`src/rtl/phsmv_pkg.sv`:
```
`default_nettype none

package phsmv_pkg;

    localparam int SAMPLE_BITS    = 12;
    localparam int TIME_BITS      = 32;
    localparam int NORM_FRAC_BITS = 16;
    localparam int CFG_BITS       = 12;
    localparam int INDEX_BITS     = 3;
    localparam int VEL_BITS       = 7;

    // register indexes
    localparam logic [INDEX_BITS-1:0] REG_THRESHOLD   = 3'd0;
    localparam logic [INDEX_BITS-1:0] REG_PEAK_MAX    = 3'd1;
    localparam logic [INDEX_BITS-1:0] REG_SCAN_TIME   = 3'd2;
    localparam logic [INDEX_BITS-1:0] REG_MASK_TIME   = 3'd3;
    localparam logic [INDEX_BITS-1:0] REG_CURVE_SHAPE = 3'd4;

    localparam logic [11:0] RST_THRESHOLD   = 12'd200;
    localparam logic [11:0] RST_PEAK_MAX    = 12'd4095;
    localparam logic [7:0]  RST_SCAN_TIME   = 8'd3;
    localparam logic [9:0]  RST_MASK_TIME   = 10'd30;
    localparam logic [11:0] RST_CURVE_SHAPE = 12'd256;

    localparam logic [VEL_BITS-1:0] VEL_MIN   = 7'd1;
    localparam logic [VEL_BITS-1:0] VEL_MAX   = 7'd127;
    localparam logic [31:0]         VEL_SCALE = 32'd126;

    typedef enum logic [1:0] {
        PH_IDLE = 2'd0,
        PH_SCAN = 2'd1,
        PH_MASK = 2'd2
    } phase_t;

    typedef enum logic [3:0] {
        V_IDLE,
        V_DIV1,
        V_LEAD,
        V_LOGM,
        V_LOGU,
        V_LCALC,
        V_DIV2,
        V_EXPI,
        V_EXPM,
        V_EXPU,
        V_FIN,
        V_SCALEM,
        V_SCALEU,
        V_DONE
    } vstate_t;

    typedef struct packed {
        logic [SAMPLE_BITS-1:0] sample;
        logic [TIME_BITS-1:0]   now_ms;
    } in_item_t;

    typedef struct packed {
        logic [VEL_BITS-1:0] velocity;
        logic [11:0]         peak_level;
    } out_item_t;

    typedef struct packed {
        logic        start;
        logic [11:0] peak;
        logic [11:0] threshold;
        logic [11:0] peak_max;
        logic [11:0] curve_shape;
    } vel_req_t;

    typedef struct packed {
        logic                busy;
        logic                done;
        logic [VEL_BITS-1:0] velocity;
    } vel_sts_t;

    function automatic logic [63:0] isqrt64(logic [63:0] x);
        logic [63:0] res;
        logic [63:0] bitv;
        logic [63:0] xv;
        res  = '0;
        bitv = 64'h4000_0000_0000_0000;
        xv   = x;
        for (int i = 0; i < 32; i++)
        begin
            if (xv >= res + bitv)
            begin
                xv  = xv - (res + bitv);
                res = (res >> 1) + bitv;
            end
            else
            begin
                res = res >> 1;
            end
            bitv = bitv >> 2;
        end
        return res;
    endfunction

    // Q0.30 factors 2^-(2^-i), i = 1..16, packed with i = 1 at the bottom
    function automatic logic [16*30-1:0] exp_table();
        logic [63:0]        s;
        logic [16*30-1:0]   tab;
        s   = 64'd1 << 29;
        tab = '0;
        for (int i = 0; i < 16; i++)
        begin
            s = isqrt64(s << 30);
            tab[i*30 +: 30] = s[29:0];
        end
        return tab;
    endfunction

endpackage

`default_nettype wire

```
`src/rtl/phsmv_mul.sv`:
```
`default_nettype none

module phsmv_mul (
    input  wire logic        clk,
    input  wire logic [31:0] a,
    input  wire logic [31:0] b,
    output logic      [63:0] p
);

    logic [63:0] p_reg;

    // register the product before anything uses it
    always_ff @(posedge clk)
    begin
        p_reg <= 64'(a) * 64'(b);
    end

    assign p = p_reg;

endmodule

`default_nettype wire

```
`src/rtl/phsmv_vel.sv`:
```
`default_nettype none

module phsmv_vel (
    input  wire logic                clk,
    input  wire logic                rst_n,
    input  wire phsmv_pkg::vel_req_t req,
    output phsmv_pkg::vel_sts_t      sts
);

    import phsmv_pkg::*;

    localparam logic [16*30-1:0] EXP_TAB = exp_table();

    vstate_t     state_reg, state_next;
    logic [4:0]  cnt_reg, cnt_next;
    logic [11:0] rem_reg, rem_next;
    logic [28:0] dvd_reg, dvd_next;
    logic [11:0] dvs_reg, dvs_next;
    logic [16:0] m_reg, m_next;
    logic [3:0]  p_reg, p_next;
    logic [15:0] frac_reg, frac_next;
    logic [30:0] r_reg, r_next;
    logic [12:0] k_reg, k_next;
    logic [15:0] fexp_reg, fexp_next;
    logic [6:0]  vel_reg, vel_next;

    logic [31:0] mul_a, mul_b;
    logic [63:0] prod;

    logic [11:0] range_w, span_w;
    logic [12:0] rem_sh;
    logic        ge;
    logic [3:0]  lead;
    logic [4:0]  lsh;
    logic [17:0] sq;
    logic [4:0]  lhi;
    logic [20:0] lval;
    logic [3:0]  tidx;
    logic [4:0]  rsh;
    logic [7:0]  vsum;

    phsmv_mul u_mul (
        .clk (clk),
        .a   (mul_a),
        .b   (mul_b),
        .p   (prod)
    );

    // shared helpers
    always_comb
    begin
        range_w = (req.peak > req.threshold) ? req.peak - req.threshold : 12'd0;
        span_w  = (req.peak_max > req.threshold) ? req.peak_max - req.threshold : 12'd0;
        if (span_w == 12'd0)
        begin
            span_w = 12'd1;
        end
        rem_sh = {rem_reg, dvd_reg[28]};
        ge     = rem_sh >= {1'b0, dvs_reg};
        lead   = 4'd0;
        for (int i = 0; i < 16; i++)
        begin
            if (dvd_reg[i])
            begin
                lead = 4'(i);
            end
        end
        lsh  = 5'd16 - {1'b0, lead};
        sq   = prod[33:16];
        lhi  = 5'd16 - {1'b0, p_reg};
        lval = {lhi, 16'd0} - {5'd0, frac_reg};
        tidx = 4'(5'd16 - cnt_reg);
        rsh  = k_reg[4:0] + 5'd14;
        vsum = {1'b0, prod[22:16]} + 8'd1;
    end

    // next state
    always_comb
    begin
        state_next = state_reg;
        case (state_reg)
            V_IDLE:
            begin
                if (req.start)
                begin
                    if (range_w >= span_w || range_w == 12'd0)
                    begin
                        state_next = V_DONE;
                    end
                    else
                    begin
                        state_next = V_DIV1;
                    end
                end
            end
            V_DIV1:   state_next = (cnt_reg == 5'd1) ? V_LEAD : V_DIV1;
            V_LEAD:   state_next = V_LOGM;
            V_LOGM:   state_next = V_LOGU;
            V_LOGU:   state_next = (cnt_reg == 5'd1) ? V_LCALC : V_LOGM;
            V_LCALC:  state_next = V_DIV2;
            V_DIV2:   state_next = (cnt_reg == 5'd1) ? V_EXPI : V_DIV2;
            V_EXPI:   state_next = V_EXPM;
            V_EXPM:
            begin
                if (fexp_reg[15])
                begin
                    state_next = V_EXPU;
                end
                else
                begin
                    state_next = (cnt_reg == 5'd1) ? V_FIN : V_EXPM;
                end
            end
            V_EXPU:   state_next = (cnt_reg == 5'd1) ? V_FIN : V_EXPM;
            V_FIN:    state_next = V_SCALEM;
            V_SCALEM: state_next = V_SCALEU;
            V_SCALEU: state_next = V_DONE;
            V_DONE:   state_next = V_IDLE;
            default:  state_next = V_IDLE;
        endcase
    end

    // datapath
    always_comb
    begin
        cnt_next  = cnt_reg;
        rem_next  = rem_reg;
        dvd_next  = dvd_reg;
        dvs_next  = dvs_reg;
        m_next    = m_reg;
        p_next    = p_reg;
        frac_next = frac_reg;
        r_next    = r_reg;
        k_next    = k_reg;
        fexp_next = fexp_reg;
        vel_next  = vel_reg;
        mul_a     = 32'd0;
        mul_b     = 32'd0;
        case (state_reg)
            V_IDLE:
            begin
                rem_next = range_w;
                dvd_next = '0;
                dvs_next = span_w;
                cnt_next = 5'd16;
                vel_next = (range_w >= span_w) ? VEL_MAX : VEL_MIN;
            end
            V_DIV1, V_DIV2:
            begin
                rem_next = ge ? 12'(rem_sh - {1'b0, dvs_reg}) : rem_sh[11:0];
                dvd_next = {dvd_reg[27:0], ge};
                cnt_next = cnt_reg - 5'd1;
            end
            V_LEAD:
            begin
                p_next    = lead;
                m_next    = 17'({1'b0, dvd_reg[15:0]} << lsh);
                frac_next = '0;
                cnt_next  = 5'd16;
            end
            V_LOGM:
            begin
                mul_a = 32'(m_reg);
                mul_b = 32'(m_reg);
            end
            V_LOGU:
            begin
                m_next    = sq[17] ? sq[17:1] : sq[16:0];
                frac_next = {frac_reg[14:0], sq[17]};
                cnt_next  = cnt_reg - 5'd1;
            end
            V_LCALC:
            begin
                rem_next = '0;
                dvd_next = {lval, 8'd0};
                dvs_next = (req.curve_shape == 12'd0) ? 12'd1 : req.curve_shape;
                cnt_next = 5'd29;
            end
            V_EXPI:
            begin
                k_next    = dvd_reg[28:16];
                fexp_next = dvd_reg[15:0];
                r_next    = 31'd1 << 30;
                cnt_next  = 5'd16;
            end
            V_EXPM:
            begin
                mul_a = 32'(r_reg);
                mul_b = 32'(EXP_TAB[tidx*30 +: 30]);
                if (!fexp_reg[15])
                begin
                    fexp_next = {fexp_reg[14:0], 1'b0};
                    cnt_next  = cnt_reg - 5'd1;
                end
            end
            V_EXPU:
            begin
                r_next    = prod[60:30];
                fexp_next = {fexp_reg[14:0], 1'b0};
                cnt_next  = cnt_reg - 5'd1;
            end
            V_FIN:
            begin
                r_next = (k_reg > 13'd16) ? 31'd0 : (r_reg >> rsh);
            end
            V_SCALEM:
            begin
                mul_a = 32'(r_reg);
                mul_b = VEL_SCALE;
            end
            V_SCALEU:
            begin
                vel_next = (vsum > 8'(VEL_MAX)) ? VEL_MAX : vsum[6:0];
            end
            default:
            begin
            end
        endcase
    end

    always_ff @(posedge clk or negedge rst_n)
    begin
        if (!rst_n)
        begin
            state_reg <= V_IDLE;
        end
        else
        begin
            state_reg <= state_next;
        end
    end

    always_ff @(posedge clk)
    begin
        cnt_reg  <= cnt_next;
        rem_reg  <= rem_next;
        dvd_reg  <= dvd_next;
        dvs_reg  <= dvs_next;
        m_reg    <= m_next;
        p_reg    <= p_next;
        frac_reg <= frac_next;
        r_reg    <= r_next;
        k_reg    <= k_next;
        fexp_reg <= fexp_next;
        vel_reg  <= vel_next;
    end

    assign sts.busy     = (state_reg != V_IDLE);
    assign sts.done     = (state_reg == V_DONE);
    assign sts.velocity = vel_reg;

endmodule

`default_nettype wire

```
`src/rtl/piezo_hit_scan_mask_velocity_top.sv`:
```
// Piezo drum pad hit detector for one pad. Each sample transaction carries
// a 12-bit converter reading and a free-running millisecond timestamp. While
// idle, a sample above threshold opens a scan window of scan_time ms in which
// the highest sample is kept; the first sample at or past the end of that
// window closes it and produces one hit transaction (velocity 1..127 and the
// peak level), after which samples are ignored for mask_time ms. Time
// differences wrap modulo 2^32. Velocity is the peak above threshold over
// (peak_max - threshold), raised to 256/curve_shape through fixed-point
// log2 and exp2, scaled to 1..127. Samples that do not close a scan are
// taken one per cycle. The one that closes a scan stalls the sample side
// while the shaping sequencer runs two restoring dividers (16 and 29 steps,
// one bit a cycle), the 16-step log2 squaring loop and the 16-step exp2
// product loop, which share a single registered multiplier: a product is
// issued in a multiply state and used in an update state, which exp2 enters
// only on set exponent bits. The hit is offered in the same cycle as the
// stall ends. Peaks at or beyond peak_max, or not above threshold, skip the
// shaping steps, stall for one cycle and offer the hit as that stall ends.
// While a hit transaction waits to be taken, samples are held as soon as a
// new scan has opened. Registers must be written through wr_en/reg_index/
// wr_data only while the block is idle; the block does not enforce this.

`default_nettype none

module piezo_hit_scan_mask_velocity_top (
    input  wire logic                  clk,
    input  wire logic                  rst_n,
    input  wire logic                  smp_valid,
    output logic                       smp_stall,
    input  wire phsmv_pkg::in_item_t   smp_data,
    output logic                       hit_valid,
    input  wire logic                  hit_stall,
    output phsmv_pkg::out_item_t       hit_data,
    input  wire logic                  wr_en,
    input  wire logic [2:0]            reg_index,
    input  wire logic [11:0]           wr_data
);

    import phsmv_pkg::*;

    // configuration
    logic [11:0] threshold_reg;
    logic [11:0] peak_max_reg;
    logic [7:0]  scan_time_reg;
    logic [9:0]  mask_time_reg;
    logic [11:0] curve_shape_reg;

    // hit tracking
    phase_t      phase_reg, phase_next;
    logic [11:0] peak_seen_reg, peak_seen_next;
    logic [31:0] phase_start_reg, phase_start_next;

    // result holding register
    logic        out_valid_reg, out_valid_next;
    logic [11:0] out_peak_reg, out_peak_next;
    logic [6:0]  out_vel_reg, out_vel_next;
    logic [11:0] pend_peak_reg, pend_peak_next;

    logic        smp_take;
    logic        hit_take;
    logic [31:0] elapsed;
    logic [11:0] peak_upd;
    logic        scan_over;
    vel_req_t    vreq;
    vel_sts_t    vsts;

    assign smp_take = smp_valid && !smp_stall;
    assign hit_take = out_valid_reg && !hit_stall;
    assign elapsed  = smp_data.now_ms - phase_start_reg;
    assign peak_upd = (smp_data.sample > peak_seen_reg) ? smp_data.sample : peak_seen_reg;
    assign scan_over = (elapsed >= 32'(scan_time_reg));

    // Hold samples while the sequencer runs, and while a pending hit could
    // be joined by another one.
    assign smp_stall = vsts.busy || (out_valid_reg && phase_reg == PH_SCAN);

    // Start the sequencer on the sample that closes a scan.
    assign vreq.start = smp_take && (phase_reg == PH_SCAN) && scan_over;

    // Scan, mask and idle phases
    always_comb
    begin
        phase_next       = phase_reg;
        peak_seen_next   = peak_seen_reg;
        phase_start_next = phase_start_reg;
        pend_peak_next   = pend_peak_reg;
        if (smp_take)
        begin
            case (phase_reg)
                PH_SCAN:
                begin
                    peak_seen_next = peak_upd;
                    if (scan_over)
                    begin
                        pend_peak_next   = peak_upd;
                        phase_next       = PH_MASK;
                        phase_start_next = smp_data.now_ms;
                    end
                end
                PH_MASK:
                begin
                    if (elapsed >= 32'(mask_time_reg))
                    begin
                        phase_next = PH_IDLE;
                    end
                end
                default:
                begin
                    // idle, and the unused code behaves the same
                    if (smp_data.sample > threshold_reg)
                    begin
                        phase_next       = PH_SCAN;
                        peak_seen_next   = smp_data.sample;
                        phase_start_next = smp_data.now_ms;
                    end
                end
            endcase
        end
    end

    assign vreq.peak        = pend_peak_next;
    assign vreq.threshold   = threshold_reg;
    assign vreq.peak_max    = peak_max_reg;
    assign vreq.curve_shape = curve_shape_reg;

    phsmv_vel u_vel (
        .clk   (clk),
        .rst_n (rst_n),
        .req   (vreq),
        .sts   (vsts)
    );

    // Load the result when the sequencer finishes; drop it once taken.
    always_comb
    begin
        out_valid_next = out_valid_reg;
        out_peak_next  = out_peak_reg;
        out_vel_next   = out_vel_reg;
        if (hit_take)
        begin
            out_valid_next = 1'b0;
        end
        if (vsts.done)
        begin
            out_valid_next = 1'b1;
            out_peak_next  = pend_peak_reg;
            out_vel_next   = vsts.velocity;
        end
    end

    always_ff @(posedge clk or negedge rst_n)
    begin
        if (!rst_n)
        begin
            threshold_reg   <= RST_THRESHOLD;
            peak_max_reg    <= RST_PEAK_MAX;
            scan_time_reg   <= RST_SCAN_TIME;
            mask_time_reg   <= RST_MASK_TIME;
            curve_shape_reg <= RST_CURVE_SHAPE;
            phase_reg       <= PH_IDLE;
            peak_seen_reg   <= '0;
            phase_start_reg <= '0;
            out_valid_reg   <= 1'b0;
        end
        else
        begin
            if (wr_en)
            begin
                case (reg_index)
                    REG_THRESHOLD:   threshold_reg   <= wr_data;
                    REG_PEAK_MAX:    peak_max_reg    <= wr_data;
                    REG_SCAN_TIME:   scan_time_reg   <= wr_data[7:0];
                    REG_MASK_TIME:   mask_time_reg   <= wr_data[9:0];
                    REG_CURVE_SHAPE: curve_shape_reg <= wr_data;
                    default:
                    begin
                    end
                endcase
            end
            phase_reg       <= phase_next;
            peak_seen_reg   <= peak_seen_next;
            phase_start_reg <= phase_start_next;
            out_valid_reg   <= out_valid_next;
        end
    end

    always_ff @(posedge clk)
    begin
        out_peak_reg  <= out_peak_next;
        out_vel_reg   <= out_vel_next;
        pend_peak_reg <= pend_peak_next;
    end

    assign hit_valid           = out_valid_reg;
    assign hit_data.velocity   = out_vel_reg;
    assign hit_data.peak_level = out_peak_reg;

endmodule

`default_nettype wire

```
`config.mk`:
```
export PLATFORM = sky130hd
export DESIGN_NAME = piezo_hit_scan_mask_velocity_top
export DESIGN_NICKNAME = d
export VERILOG_FILES = /design/src/rtl/phsmv_pkg.sv /design/src/rtl/phsmv_mul.sv /design/src/rtl/phsmv_vel.sv /design/src/rtl/piezo_hit_scan_mask_velocity_top.sv
export SDC_FILE = /design/constraint.sdc
export NUM_CORES = 2
export LEC_CHECK = 0
export ABC_AREA = 1
export BUFFER_PORTS_ARGS = -buffer_cell sky130_fd_sc_hd__buf_4
export CORE_ASPECT_RATIO = 1.2
export CORE_UTILIZATION = 45
export DETAILED_ROUTE_END_ITERATION = 8
export PLACE_DENSITY = 0.61
export SYNTH_ARGS = -nofsm -noshare
export SYNTH_HDL_FRONTEND = slang
export SYNTH_HIERARCHICAL = 1
export SYNTH_SLANG_ARGS = --single-unit
```
`constraint.sdc`:
```
create_clock -name clk -period 24 [get_ports clk]
set_input_delay 2.4 -clock clk [delete_from_list [all_inputs] [get_ports clk]]
set_output_delay 2.4 -clock clk [all_outputs]
set_load 0.005 [all_outputs]
```
==> implementation parameters <==
Parameter                              Value

Setup path
  Kind of start point of the critical path ... flop
  FF-to-FF Start ... u_vel/cnt_reg[0]
  CP Data Required Time ... 24.47 ns
  Category of the most critical setup path ... reg2reg
  CP max FO ... 27
  Worst setup EP type ... flop
  CP max stage delay ... 0.61 ns
  Arrival time worst endpoint ... 10.47 ns
  Cell depth of the worst flop-to-flop path ... 34
  Critical Path Source ... u_vel/cnt_reg[0]
  Most repeated library cell on the critical path ... sky130_fd_sc_hd__inv_1
  Slowest library cell on the worst path ... sky130_fd_sc_hd__ha_1

GRT
  Via count of the first global-routing pass ... 50600
  Global-route wire length before repair ... 286000 um
  Congestion Overflow GR ... 0
  Largest net degree at the start of global routing ... 71
  Initial antenna violation count ... 4
  Total global routing track utilization ... 0.284

Synth
  Mapped Avg Cell Area ... 7.36 sq um
  Post-synthesis instance area ... 58200 sq um
  Warning count from the yosys run ... 6
  Mapped Cells ... 7910

Finish
  Number of flip-flops under the largest register name ... 45
  Final non-filler cell total ... 9561
  Synthesis-to-layout area growth ... 6.97%
  Fill cell instance count of the final layout ... 13000
  Share of post-route cells with drive strength above 1 ... 0.0571
  Combined flip-flop and latch cell area ... 9230 sq um
  Total number of nets in the final design ... 9195
  Area occupied by multi-input gates ... 40100 sq um

Place
  DP HPWL ... 143000 um
  Number of buffer cells added on primary ports ... 84
  GPL Wtd Cong ... 0.993
  Placed cell count ... 9483

STA
  Max Clock Freq ... 0.100 GHz
  Part of the cycle the worst path needs ... 0.417
  Setup Viol. Count Final ... 0
  Final Skew ... 0.0419 ns
  Final Critical Period ... 10.0 ns
  Max-slew headroom at the worst pin ... 0.178
  Total Negative Setup Slacks ... 0 ns
  Number of max-slew violations in the final report ... 0
  Setup repair after global routing missed its margin ... false
  Hold Violations, Final ... 0
  Transition at the pin with the smallest max-transition slack ... 1.23 ns

Flow run
  Max-capacitance violation count ... 0

Die
  Chip Height ... 396 um
  Initial core utilization ... 0.454
  Core Box Area ... 128000 sq um
  Floorplan die width ... 330 um
  Row cnt ... 144
  Boundary Pins ... 85
  Die area ... 131000 sq um

Min path
  Start point of the worst min-delay path ... u_vel/vel_reg[6]
  Worst hold path stage count ... 0
  Path category of the worst min-delay check ... reg2reg

Clock tree
  Hold-fix buffer count after cts ... 0
  Clock-pin transition on the worst setup and hold timing paths ... 0.06 ns
  Number of buffers inserted during clock tree synthesis ... 41
  Number of H-tree levels ... 2
  Number of sinks driven by the clock tree ... 343
  Number of buffers on the longest clock path ... 3
  Number of buffers inserted by post-CTS setup repair ... 0
  Clk_lat worst skew ... 0.61 ns
  Clock tree from TritonCTS ... yes
  Post-cts repair resize count ... 0
  Clk Tree Root Cell ... sky130_fd_sc_hd__clkbuf_16

Power and ir drop
  Max IR drop VDD ... 66.0 uV
  Leakage power total ... 36.2 nW
  Post-layout total power ... 5.54 mW
  Pwr/cell area ... 88.9 nW/um^2

Routing
  Routed vias ... 48600
  Post-DR vias/cell ... 5.08
  Total iterations of the first detailed-routing run ... 6
  Number of design-rule violations left by the first detailed-router iteration ... 3557
  Final routed DRC violation total ... 0
  Total wire length ... 181000 um
  Final antenna-violating net count ... 0
  Wirelength per Cell ... 18.9 um

Status
  Result of the run ... complete, no violations
per-layer routing:
metal,track usage,vias to the layer above,share of wire
met5,0,-,0
met2,0.508,1402,0.51
met1,0.357,24000,0.40
met4,0.0943,0,0.035
li1,-,22900,-
met3,0.0266,303,0.051
power by group:
part	internal, mW	switching (mW)
Sequential	0.929	0.134
Clock	0.339	0.285
Combinational	1.18	2.67
path summary, 6_finish.rpt:
| check | to | slack [ns] |
|---|---|---|
| setup / recovery | u_vel/u_mul/p[52] | 14.00 |
| hold / removal | out_vel_reg[6] | 0.42 |
| min in group asynchronous | phase_start_reg[4] | 1.77 |
| setup reg to reg | u_vel/u_mul/p[52] | 14.00 |
| max in group asynchronous | curve_shape_reg[7] | 20.82 |
| hold reg to reg | out_vel_reg[6] | 0.42 |
per-stage QoR:
stage	util	hold WS [ns]	worst slack, ns	cell area (sq um)
finish	0.485	0.424	14.00	62300
global route	0.485	0.428	13.45	62300
CTS	0.485	0.421	14.11	62300
detailed placement	0.475	0.406	14.16	61000
global placement	0.475	0.406	14.29	61000
floorplan	-	0.400	15.64	58300
area by class of cell:
type | instances | share of cell area
Multi-Input combinational cell | 5075 | 0.644
Sequential cell | 343 | 0.148
Inverter | 2222 | 0.134
Tap cell | 1679 | 0.0337
Timing Repair Buffer | 164 | 0.0198
Clock buffer | 53 | 0.0177
Clock inverter | 23 | 0.00291
Antenna cell | 2 | 0.0000804
critical path: cells and delay by family (launching register included):
kind                     cells  cell delay, ns
buffers and inverters       11            1.61
AND/OR/NAND/NOR             12            2.14
flip-flops                   1            0.55
adder cells (fa/ha/maj)     11            5.49
cells in the final DEF (no fill, tap or decap), drive strengths merged, types with 33 or more instances in the layout:
cell / count
nor3: 40
nand3: 234
ha: 385
edfxtp: 181
a21oi: 154
nor2: 318
o211ai: 33
inv: 2220
nand4: 39
xor2: 51
o21ai: 315
fa: 899
dfxtp: 57
clkbuf: 53
nand2: 2436
buf: 164
dfrtp: 83
Note: power is estimated with default switching activity, not from simulation.
